[config.mk]
export PLATFORM = sky130hd
export DESIGN_NAME = session_park_table
export DESIGN_NICKNAME = d
export VERILOG_FILES = /design/src/rtl/spt_pkg.sv /design/src/rtl/spt_dpath.sv /design/src/rtl/spt_ctrl.sv /design/src/rtl/session_park_table.sv
export SDC_FILE = /design/constraint.sdc
export NUM_CORES = 2
export LEC_CHECK = 0
export BUFFER_PORTS_ARGS = -buffer_cell sky130_fd_sc_hd__buf_4
export CAP_MARGIN = 20
export CORE_UTILIZATION = 45
export CTS_CLUSTER_DIAMETER = 30
export DETAILED_ROUTE_END_ITERATION = 12
export PLACE_DENSITY = 0.63
export SYNTH_ARGS = -nofsm -noshare
export SYNTH_HDL_FRONTEND = slang
export SYNTH_SLANG_ARGS = --single-unit
[constraint.sdc]
create_clock -name clock -period 8.07 [get_ports clock]
set_clock_uncertainty 0.15 [all_clocks]
set_input_delay 1.614 -clock clock [delete_from_list [all_inputs] [get_ports clock]]
set_output_delay 1.614 -clock clock [all_outputs]
set_load 0.02 [all_outputs]
[src/rtl/spt_pkg.sv]
// ----------------------------------------------------------------------------
// spt_pkg
// Shared types for the session park table: slot layout and the command and
// status words passed between controller and datapath.
// ----------------------------------------------------------------------------
package spt_pkg;

   localparam int TOKEN_W = 64;
   localparam int ADDR_W  = 32;
   localparam int ID_W    = 31;

   // request kind codes
   localparam logic KIND_PARK = 1'b0;
   localparam logic KIND_WAKE = 1'b1;

   typedef struct packed {
      logic [TOKEN_W-1:0] token;
      logic [ADDR_W-1:0]  addr;
      logic [ID_W-1:0]    user;
      logic [ID_W-1:0]    dir;
   } slot_type;

   // controller to datapath
   typedef struct packed {
      logic capture;    // latch request word, clear result
      logic park;       // write at tail, update ring pointers
      logic scan_clear; // restart scan at slot zero
      logic scan_run;   // read next slot, compare the previous one
      logic hit_latch;  // take ids of the matched slot into the result
      logic head_rd;    // read the oldest slot
      logic move_wr;    // copy oldest slot into matched slot, pop head
   } ctrl_cmd_type;

   // datapath to controller
   typedef struct packed {
      logic hit;        // occupied slot matches token and address
      logic scan_end;   // last slot compared without a match
   } ctrl_status_type;

endpackage

[src/rtl/spt_dpath.sv]
// ----------------------------------------------------------------------------
// spt_dpath
// Slot memory, ring pointers, request and result registers, and the
// one-slot-per-cycle compare used by the wake scan.
// ----------------------------------------------------------------------------
module spt_dpath
   import spt_pkg::*;
#(
   parameter int SLOTS = 16
) (
   input  logic               clock,
   input  logic               reset,
   input  ctrl_cmd_type       cmd,
   output ctrl_status_type    status,
   input  logic [TOKEN_W-1:0] req_key_token,
   input  logic [ADDR_W-1:0]  req_client_addr,
   input  logic [ID_W-1:0]    req_user_id,
   input  logic [ID_W-1:0]    req_dir_id,
   output logic               rsp_found,
   output logic               rsp_evicted,
   output logic [ID_W-1:0]    rsp_user_out,
   output logic [ID_W-1:0]    rsp_dir_out
);

   localparam int IDX_W = (SLOTS > 1) ? $clog2(SLOTS) : 1;
   localparam logic [IDX_W-1:0] LAST_IDX = IDX_W'(SLOTS - 1);

   slot_type           mem [SLOTS];
   slot_type           rd_ff;
   slot_type           key_ff;
   logic [IDX_W-1:0]   head_ff, tail_ff, scan_ff, cmp_idx_ff, match_idx_ff;
   logic               full_ff, rd_valid_ff;
   logic               found_ff, evicted_ff;
   logic [ID_W-1:0]    user_ff, dir_ff;

   logic [IDX_W-1:0]   head_in, tail_in, rd_addr;
   logic               full_in, occupied, key_match;

   function automatic logic [IDX_W-1:0] ring_next(input logic [IDX_W-1:0] idx);
      if (idx == LAST_IDX) begin
         return '0;
      end
      return idx + 1'b1;
   endfunction

   // slot under compare lies between head and tail in ring order
   always_comb begin
      if (full_ff) begin
         occupied = 1'b1;
      end else if (head_ff <= tail_ff) begin
         occupied = (cmp_idx_ff >= head_ff) && (cmp_idx_ff < tail_ff);
      end else begin
         occupied = (cmp_idx_ff >= head_ff) || (cmp_idx_ff < tail_ff);
      end
   end

   assign key_match = (rd_ff.token == key_ff.token) && (rd_ff.addr == key_ff.addr);
   assign status.hit      = rd_valid_ff && occupied && key_match;
   assign status.scan_end = rd_valid_ff && (cmp_idx_ff == LAST_IDX) && !status.hit;

   assign rd_addr = cmd.head_rd ? head_ff : scan_ff;

   // ring pointer updates
   always_comb begin
      head_in = head_ff;
      tail_in = tail_ff;
      full_in = full_ff;
      if (cmd.park) begin
         if (full_ff) begin
            head_in = ring_next(head_ff);
         end
         tail_in = ring_next(tail_ff);
         full_in = (ring_next(tail_ff) == head_in);
      end else if (cmd.move_wr) begin
         head_in = ring_next(head_ff);
         full_in = 1'b0;
      end
   end

   always_ff @(posedge clock) begin
      if (reset) begin
         head_ff     <= '0;
         tail_ff     <= '0;
         full_ff     <= 1'b0;
         rd_valid_ff <= 1'b0;
         scan_ff     <= '0;
      end else begin
         head_ff <= head_in;
         tail_ff <= tail_in;
         full_ff <= full_in;
         if (cmd.scan_clear) begin
            scan_ff     <= '0;
            rd_valid_ff <= 1'b0;
         end else if (cmd.scan_run) begin
            scan_ff     <= ring_next(scan_ff);
            rd_valid_ff <= 1'b1;
         end else if (cmd.hit_latch || cmd.head_rd) begin
            rd_valid_ff <= 1'b0;
         end
      end
   end

   // slot memory: one write port, one registered read port
   always_ff @(posedge clock) begin
      if (cmd.park) begin
         mem[tail_ff] <= key_ff;
      end else if (cmd.move_wr) begin
         mem[match_idx_ff] <= rd_ff;
      end
      if (cmd.scan_run || cmd.head_rd) begin
         rd_ff <= mem[rd_addr];
      end
   end

   // request word, compare index and result word
   always_ff @(posedge clock) begin
      if (cmd.capture) begin
         key_ff.token <= req_key_token;
         key_ff.addr  <= req_client_addr;
         key_ff.user  <= req_user_id;
         key_ff.dir   <= req_dir_id;
         found_ff     <= 1'b0;
         evicted_ff   <= 1'b0;
         user_ff      <= '0;
         dir_ff       <= '0;
      end
      if (cmd.scan_run) begin
         cmp_idx_ff <= scan_ff;
      end
      if (cmd.park) begin
         evicted_ff <= full_ff;
      end
      if (cmd.hit_latch) begin
         found_ff     <= 1'b1;
         user_ff      <= rd_ff.user;
         dir_ff       <= rd_ff.dir;
         match_idx_ff <= cmp_idx_ff;
      end
   end

   assign rsp_found    = found_ff;
   assign rsp_evicted  = evicted_ff;
   assign rsp_user_out = user_ff;
   assign rsp_dir_out  = dir_ff;

endmodule

[src/rtl/spt_ctrl.sv]
// ----------------------------------------------------------------------------
// spt_ctrl
// Sequencer for park and wake: issues datapath commands, raises busy and
// the one-cycle result strobe.
// ----------------------------------------------------------------------------
module spt_ctrl
   import spt_pkg::*;
(
   input  logic            clock,
   input  logic            reset,
   input  logic            start,
   input  logic            req_kind,
   input  ctrl_status_type status,
   output ctrl_cmd_type    cmd,
   output logic            busy,
   output logic            rsp_strobe
);

   typedef enum logic [2:0] {
      ST_IDLE,
      ST_PARK,
      ST_SCAN,
      ST_HEAD_RD,
      ST_MOVE
   } state_type;

   state_type state_ff, state_in;
   logic      busy_ff, busy_in;
   logic      strobe_ff, strobe_in;

   always_comb begin
      cmd       = '0;
      state_in  = state_ff;
      busy_in   = busy_ff;
      strobe_in = 1'b0;
      case (state_ff)
         ST_IDLE: begin
            if (start) begin
               cmd.capture    = 1'b1;
               cmd.scan_clear = 1'b1;
               busy_in        = 1'b1;
               state_in       = (req_kind == KIND_PARK) ? ST_PARK : ST_SCAN;
            end
         end
         ST_PARK: begin
            cmd.park  = 1'b1;
            busy_in   = 1'b0;
            strobe_in = 1'b1;
            state_in  = ST_IDLE;
         end
         ST_SCAN: begin
            if (status.hit) begin
               cmd.hit_latch = 1'b1;
               state_in      = ST_HEAD_RD;
            end else if (status.scan_end) begin
               busy_in   = 1'b0;
               strobe_in = 1'b1;
               state_in  = ST_IDLE;
            end else begin
               cmd.scan_run = 1'b1;
            end
         end
         ST_HEAD_RD: begin
            cmd.head_rd = 1'b1;
            state_in    = ST_MOVE;
         end
         ST_MOVE: begin
            cmd.move_wr = 1'b1;
            busy_in     = 1'b0;
            strobe_in   = 1'b1;
            state_in    = ST_IDLE;
         end
         default: begin
            busy_in  = 1'b0;
            state_in = ST_IDLE;
         end
      endcase
   end

   always_ff @(posedge clock) begin
      if (reset) begin
         state_ff  <= ST_IDLE;
         busy_ff   <= 1'b0;
         strobe_ff <= 1'b0;
      end else begin
         state_ff  <= state_in;
         busy_ff   <= busy_in;
         strobe_ff <= strobe_in;
      end
   end

   assign busy       = busy_ff;
   assign rsp_strobe = strobe_ff;

endmodule

[src/rtl/session_park_table.sv]
// ----------------------------------------------------------------------------
// session_park_table
// Ring-ordered table of parked sessions with eviction of the oldest entry
// and keyed wake lookup.
// ----------------------------------------------------------------------------
// A request word is taken when start is high and busy is low; busy then stays
// high until the result, which is flagged on the rsp_ ports by rsp_strobe for
// one cycle and cannot be held off. A park holds busy through the park state
// alone, and its result appears the cycle after. A wake walks the slots in
// ascending order through the single registered read port of the slot memory,
// one slot per cycle: a miss ends once the last slot is compared, a hit goes
// on after the scan to a read of the oldest entry and its copy into the freed
// slot. A new request may be started in the cycle the result is shown.
module session_park_table
   import spt_pkg::*;
#(
   parameter int SLOTS = 16
) (
   input  logic               clock,
   input  logic               reset,
   input  logic               start,
   output logic               busy,
   input  logic               req_kind,
   input  logic [TOKEN_W-1:0] req_key_token,
   input  logic [ADDR_W-1:0]  req_client_addr,
   input  logic [ID_W-1:0]    req_user_id,
   input  logic [ID_W-1:0]    req_dir_id,
   output logic               rsp_strobe,
   output logic               rsp_found,
   output logic               rsp_evicted,
   output logic [ID_W-1:0]    rsp_user_out,
   output logic [ID_W-1:0]    rsp_dir_out
);

   ctrl_cmd_type    cmd;
   ctrl_status_type status;

   spt_ctrl u_ctrl (
      .clock      (clock),
      .reset      (reset),
      .start      (start),
      .req_kind   (req_kind),
      .status     (status),
      .cmd        (cmd),
      .busy       (busy),
      .rsp_strobe (rsp_strobe)
   );

   spt_dpath #(
      .SLOTS (SLOTS)
   ) u_dpath (
      .clock           (clock),
      .reset           (reset),
      .cmd             (cmd),
      .status          (status),
      .req_key_token   (req_key_token),
      .req_client_addr (req_client_addr),
      .req_user_id     (req_user_id),
      .req_dir_id      (req_dir_id),
      .rsp_found       (rsp_found),
      .rsp_evicted     (rsp_evicted),
      .rsp_user_out    (rsp_user_out),
      .rsp_dir_out     (rsp_dir_out)
   );

   // a result only closes a request that was in flight
   a_strobe_after_busy: assert property (@(posedge clock) disable iff (reset)
      rsp_strobe |-> $past(busy))
      else $error("result strobe without a request in flight");

   // an accepted word always holds the block busy
   a_accept_busy: assert property (@(posedge clock) disable iff (reset)
      (start && !busy) |=> busy)
      else $error("accepted word did not raise busy");

   // park write and move write share the memory write port
   a_one_write: assert property (@(posedge clock) disable iff (reset)
      !(cmd.park && cmd.move_wr))
      else $error("two slot writes in one cycle");

   // a word is either a park or a wake, never both outcomes
   a_found_evicted: assert property (@(posedge clock) disable iff (reset)
      rsp_strobe |-> !(rsp_found && rsp_evicted))
      else $error("result flags both hit and eviction");

endmodule
# After elaboration in Yosys (flattened, before gate mapping)
# Memories as Yosys holds them, arrays and structs flattened. A register that Yosys moved wholly into a read port is not among the register bits.
# Cells that the tools add are included.
# Widths: inputs -> output; s select.
[op_classes] n_addsub=3 order_cmp=3 eq_ne=15 n_mux=64 bitwise_logic=1 n_reduce_logical=20
[ops] operator="$mux 158" count=1
[ops] operator="$reduce_or 158->1" count=1
[ops] operator="$mux 31" count=3
[ops] operator="$eq 64x64->1" count=1
[ops] operator="$mux 4" count=14
[ops] operator="$mux 1" count=38
[ops] operator="$eq 32x32->1" count=1
[ops] operator="$eq 4x4->1 const B" count=4
[ops] operator="$add 4x1->4 const B" count=3
[ops] operator="$mux 3" count=3
[ops] operator="$pmux 3 s3" count=1
[ops] operator="$reduce_bool 2->1" count=4
[ops] operator="$eq 3x2->1 const B" count=2
[ops] operator="$logic_and 1x1->1" count=6
[ops] operator="$ne 2x2->1 const B" count=3
[ops] operator="$eq 4x4->1" count=1
[ops] operator="$ge 4x4->1" count=1
[ops] operator="$le 4x4->1" count=1
[ops] operator="$lt 4x4->1" count=1
[ops] operator="$mux 2" count=2
[ops] operator="$reduce_and 4->1" count=1
[ops] operator="$reduce_or 2->1" count=2
[ops] operator="$eq 3x1->1 const B" count=1
[ops] operator="$eq 3x3->1 const B" count=1
[ops] operator="8 further kinds" count=10
[word_totals] ff_bits=249 mem_bits_rw=2528 out_inout_bits=66 mem_count=1
[memory_table] name="u_dpath.mem" depth=16 word_bits=158 rd=1 rd_clocked_by_memory_dff=1 wr=1 line_no="spt_dpath.sv:28" source="slot_type mem [SLOTS];"

# Longest topological paths before layout
[depth] word_depth=15 depth_mapped=13

# Hierarchy
# A second synthesis with hierarchy kept.
[unflattened] cells_unflattened=5316 area_unflattened_um2=112472.9
[modules_own_cells] mod="spt_dpath" n_inst=1 cells_each=5286 area_per_inst_um2=112186.3
[modules_own_cells] mod="spt_ctrl" n_inst=1 cells_each=30 area_per_inst_um2=286.5

# Least setup slack after synthesis
# Ideal clock, no wire load.
[synth_timing] path_kind="reg2reg" startpoint="register u_ctrl.state_ff[0]" endpoint="memory u_dpath.mem[10][0] (netlist bit) (enable)" setup_time_ps=679 t_arrival_ps=7995 required_time_ps=7241 setup_slack_ps=-754 stages_incl_launch_ff=7 n_path_buf=2 synth_period_minus_slack_ps=8824 cell_sequence="dfxtp_1 -> clkbuf_1 -> or3b_2 -> clkbuf_1 -> nor2_1 -> a22oi_1 -> nor2_1"
[synth_between] elab_chain_cells=7 word_cells_on_any_way=12
[synth_lines] element="start, declared" line_no="spt_ctrl.sv:27" source="state_type state_ff, state_in;"
[synth_lines] element="start signal, assigned" line_no="spt_ctrl.sv:86" source="state_ff <= state_in;"
[synth_lines] element="$eq 3x3->1" line_no="spt_ctrl.sv:36" source="case (state_ff)"
[synth_lines] element="$mux 1" line_no="spt_ctrl.sv:36"
[synth_lines] element="$mux 1" line_no="spt_dpath.sv:107" source="end else if (cmd.move_wr) begin"
[synth_lines] element="$mux 1" line_no="spt_dpath.sv:105" source="if (cmd.park) begin"
[synth_lines] element="$mux 1 (not written as such)" line_no="spt_dpath.sv:108" source="mem[match_idx_ff] <= rd_ff;"
[synth_lines] element="$reduce_or 158->1 (no source line)"
[synth_lines] element="$mux 4 (no source line) / $mux 1 (equally long branches)"
[synth_lines] element="end, declared" line_no="spt_dpath.sv:28"
# Several ways; a longest one is shown, not always the timed one.

# Worst setup path in the final report
[layout_timing] startpoint="register u_dpath.tail_ff[2]" endpoint="register u_dpath.rd_ff[136] (netlist name)"
[layout_between] elab_chain_cells=12 word_cells_on_any_way=14
[layout_lines] element="start, declared" line_no="spt_dpath.sv:31" source="logic [IDX_W-1:0] head_ff, tail_ff, scan_ff, cmp_idx_ff, match_idx_ff;"
[layout_lines] element="start signal, assigned" line_no="spt_dpath.sv:89" source="tail_ff <= tail_in;"
[layout_lines] element="$lt 4x4->1" line_no="spt_dpath.sv:51, spt_dpath.sv:53"
[layout_lines] element="$logic_or 1x1->1 / $logic_and 1x1->1 (equally long branches)" line_no="spt_dpath.sv:53, spt_dpath.sv:51"
[layout_lines] element="$mux 1 *" line_no="spt_dpath.sv:50" source="end else if (head_ff <= tail_ff) begin"
[layout_lines] element="$mux 1 *" line_no="spt_dpath.sv:48" source="if (full_ff) begin"
[layout_lines] element="$logic_and 1x1->1 * (2 in a row)" line_no="spt_dpath.sv:58" source="assign status.hit = rd_valid_ff && occupied && key_match;"
[layout_lines] element="$logic_not 1->1" line_no="spt_dpath.sv:59" source="assign status.scan_end = rd_valid_ff && (cmp_idx_ff == LAST_IDX) && !status.hit;"
[layout_lines] element="$logic_and 1x1->1" line_no="spt_dpath.sv:59"
[layout_lines] element="$mux 1" line_no="spt_ctrl.sv:55" source="end else if (status.scan_end) begin"
[layout_lines] element="$mux 1 *" line_no="spt_ctrl.sv:52" source="if (status.hit) begin"
[layout_lines] element="$mux 2 *" line_no="spt_ctrl.sv:36"
[layout_lines] element="$logic_or 1x1->1 *" line_no="spt_dpath.sv:110" source="if (cmd.scan_run || cmd.head_rd) begin"
# Every way passes the cells marked *; elsewhere a longest branch is shown, timed or not.
# A chain may end at the register's enable or synchronous reset.

==> Implementation_results.wiki <==
{| class="wikitable"
! Metric !! Value
|-
| Result of the run || complete, no violations
|-
| Net Count, Synth || 5,779
|-
| Crit. End Element || register
|-
| Measured slew at the worst slew-check pin || 1130 ps
|-
| DRC violation count after routing || 0
|-
| Die Area || 253,000 um^2
|-
| Total length of routed wires || 286,000 um
|-
| Effective utilization at floorplan || 45.3%
|-
| Number of setup violations in the final report || 0
|-
| Most frequent cell on the critical path || sky130_fd_sc_hd__buf_4
|-
| Critical path fanouts, max || 51
|-
| Number of iterations in the first detailed-routing pass || 5
|-
| Leading register cell type out of synthesis || sky130_fd_sc_hd__edfxtp_1
|-
| Number of enable flip-flop cells after synthesis || 2,915
|-
| Height of the chip || 503 um
|-
| Wire length of the first global-routing pass || 415,000 um
|-
| Clk_lat worst skew || 900 ps
|-
| Pin count of the biggest net entering global routing || 133
|-
| Clock tree sinks || 2,935
|-
| Number of distinct library cells after synthesis || 58
|-
| Highest-delay cell along the critical path || sky130_fd_sc_hd__buf_4
|-
| Type of the worst setup path || register to register
|-
| Number of H-tree branching levels || 6
|-
| # rows || 183
|-
| Clock Tree Root || sky130_fd_sc_hd__clkbuf_16
|-
| Vias in the first global route || 59,300
|-
| Final hold viol count || 0
|-
| Synth Area per Inst || 20.1 um^2
|-
| Post CTS Setup Buffer Count || 0
|-
| Cell Area, Placed || 119,000 um^2
|-
| Number of standard cells after synthesis || 5,603
|-
| Commonest non-fill, non-tap cell in the layout || sky130_fd_sc_hd__edfxtp_1
|-
| Worst path max stage delay || 800 ps
|-
| Layout cells sized above 1 || 27.6%
|-
| Worst hold path type || register to register
|-
| Areal power density over the cells || 299 nW/um^2
|-
| Seq cells post-synth || 2,935
|-
| Highest-count cells in the layout ignoring fill and taps || 2,915 x sky130_fd_sc_hd__edfxtp_1, 779 x sky130_fd_sc_hd__nand2_1, 632 x sky130_fd_sc_hd__mux4_2, 550 x sky130_fd_sc_hd__clkbuf_16, 299 x sky130_fd_sc_hd__buf_4
|-
| Final worst path period need || 5640 ps
|-
| Initial antenna violation count || 18
|-
| Share of the core filled with cells in the final layout || 54.8%
|-
| Yosys warns || 0
|-
| Number of vias per cell || 5.88
|-
| I/O pin total || 228
|-
| Post-detailed-placement half-perimeter wirelength || 142,000 um
|-
| Total clock buffers created by CTS || 534
|-
| Antenna-violating nets left || 0
|-
| Crit path arrival time || 5980 ps
|-
| GR Util All Layers || 22.7%
|-
| Cell-by-cell listing of the critical path || inv_1 > ha_1 > a21oi_1 > o22ai_1 > o22a_1 > maj3_1 > nor2_1 > or4_1 > nand2_2 > nand2_4 > buf_4 > buf_4
|-
| Static Leakage || 45.7 nW
|-
| Final count of pins violating max slew || 0
|-
| CTS clock-pin slew for the worst setup and hold paths || 40 ps
|-
| Maximum number of buffers from clock root to sink || 4
|-
| Share of the clock period used by the worst path after layout || 69.8%
|-
| Kind of start point of the critical path || register
|-
| Highest clock rate || 177 MHz
|-
| # resized after CTS || 0
|-
| Via Count || 58,300
|-
| Drt wl/cell || 28.9 um
|-
| Worst max-slew margin expressed relative to the limit || 24.7%
|-
| Post-CTS Hold Buffers || 0
|-
| # nets final || 6,357
|-
| IO buf count || 227
|-
| Iteration-0 DRC count of the detailed router || 6,299
|-
| Max rail drop VDD || 0.202 mV
|-
| Layout filler cell count || 18,700
|-
| Async SR Flop Fraction || 0%
|-
| Overflow left after global routing || 0
|-
| Horizontal die dimension || 503 um
|-
| Setup repair after global routing missed its margin || no
|-
| Clock tree from TritonCTS || built
|-
| Placer Congestion || 0.804
|-
| Mapped Area || 113,000 um^2
|-
| Synthesis-to-finish area growth || 20.8%
|-
| Worst Path Required || 8420 ps
|-
| Setup TNS || 0 ps
|-
| Max Cap Violations || 0
|-
| Final std cell area, no fill || 136,000 um^2
|-
| Sequential fraction of the synthesis area || 77.9%
|-
| Placeable core region || 249,000 um^2
|}
cell families after synthesis:
group	share of synthesized area, %
flip-flops	77.9
buffers and inverters	1.35
adder cells (fa/ha/maj)	0.164
XOR/XNOR	0.512
AO/OA/AOI/OAI	2.40
AND/OR/NAND/NOR	4.92
multiplexers	12.7
worst max-delay path: cells and delay by family (launching register included):
kind                       cells  cell delay, ps
AOI/OAI and AO/OA              3             440
adders and majority gates      2             710
buffers and inverters          3            1760
DFF                            1             450
and+or+nand+nor                4            1630
routing by layer:
metal	track usage [%]	wire length [um]	vias to the layer above
met5	0	0	-
met2	36.5	139000	2610
li1	-	-	24100
met4	6.50	7290	0
met3	3.80	21700	495
met1	31.9	118000	31200
synth_stat cells, drive strengths merged, types with 2 or more instances:
cell | instances | area share, %
a2111oi | 5 | 0.044
a211oi | 158 | 1.1
a21o | 3 | 0.020
a21oi | 16 | 0.071
a22oi | 5 | 0.033
a311oi | 2 | 0.016
a31oi | 167 | 0.93
and2 | 223 | 1.2
and3 | 4 | 0.022
buf | 128 | 0.67
clkbuf | 168 | 0.56
dfxtp | 20 | 0.35
edfxtp | 2915 | 78
ha | 14 | 0.16
inv | 36 | 0.12
mux2i | 11 | 0.098
mux4 | 632 | 13
nand2 | 783 | 2.6
nand2b | 28 | 0.16
nand3 | 11 | 0.049
nand4 | 42 | 0.23
nor2 | 41 | 0.14
nor2b | 38 | 0.21
nor3 | 12 | 0.058
nor4 | 19 | 0.11
o2111ai | 3 | 0.023
o211ai | 2 | 0.013
o21ai | 23 | 0.11
o22ai | 5 | 0.028
or4 | 6 | 0.040
xnor2 | 63 | 0.49
xor2 | 3 | 0.023
flip-flops by register name (all words and copies together) (netlist names):
name                  cells
u_dpath.rd_ff           158
u_dpath.rsp_dir_out      31
u_dpath.head_ff           4
u_ctrl.busy               1
u_ctrl.rsp_strobe         1
u_dpath.scan_ff           4
u_dpath.match_idx_ff      4
u_dpath.tail_ff           4
u_dpath.rd_valid_ff       1
u_dpath.full_ff           1
u_dpath.rsp_user_out     31
u_dpath.rsp_evicted       1
u_dpath.rsp_found         1
u_ctrl.state_ff           3
u_dpath.mem            2528
u_dpath.key_ff          158
u_dpath.cmp_idx_ff        4
cell type report:
class                      count  area (um^2)  area share (%)
antenna                        4         10.0         0.00734
clock inverter               334         3450            2.53
timing repair buffer         338         3010            2.21
sequential                  2935        87900            64.5
multi-input combinational   2336        23600            17.3
tap                         3330         4170            3.06
clock buffer                 614        14000            10.3
inverter                      36          143           0.105
metrics by stage:
step | setup WS (ps) | std cells | total power, mW | hold WS, ps
after floorplan | -754 | 5603 | 18.8 | 306
after global placement | 2550 | 8970 | 19.4 | 330
after detailed placement | 2550 | 8975 | 19.5 | 334
after CTS | 2570 | 9923 | 41.0 | 343
after global routing | 2290 | 9924 | 41.9 | 361
final | 2430 | 9927 | 40.8 | 347
path summary, 6_finish.rpt:
path	cells after the start	end	startpoint	slack, ps
setup / recovery	12	u_dpath.rd_ff[136]	u_dpath.tail_ff[2]	2430
hold / removal	0	u_dpath.match_idx_ff[0]	u_dpath.cmp_idx_ff[0]	350
setup reg to reg	12	u_dpath.rd_ff[136]	u_dpath.tail_ff[2]	2430
hold reg to reg	0	u_dpath.match_idx_ff[0]	u_dpath.cmp_idx_ff[0]	350
power by group:
part | total [mW] | switching [mW] | internal (mW) | leakage [nW]
combinational | 1.72 | 1.12 | 0.600 | 10.7
sequential | 17.4 | 0.136 | 17.3 | 26.6
clock | 21.6 | 7.55 | 14.1 | 8.42
total | 40.8 | 8.81 | 32.0 | 45.7
(Power assumes the default switching activity.)
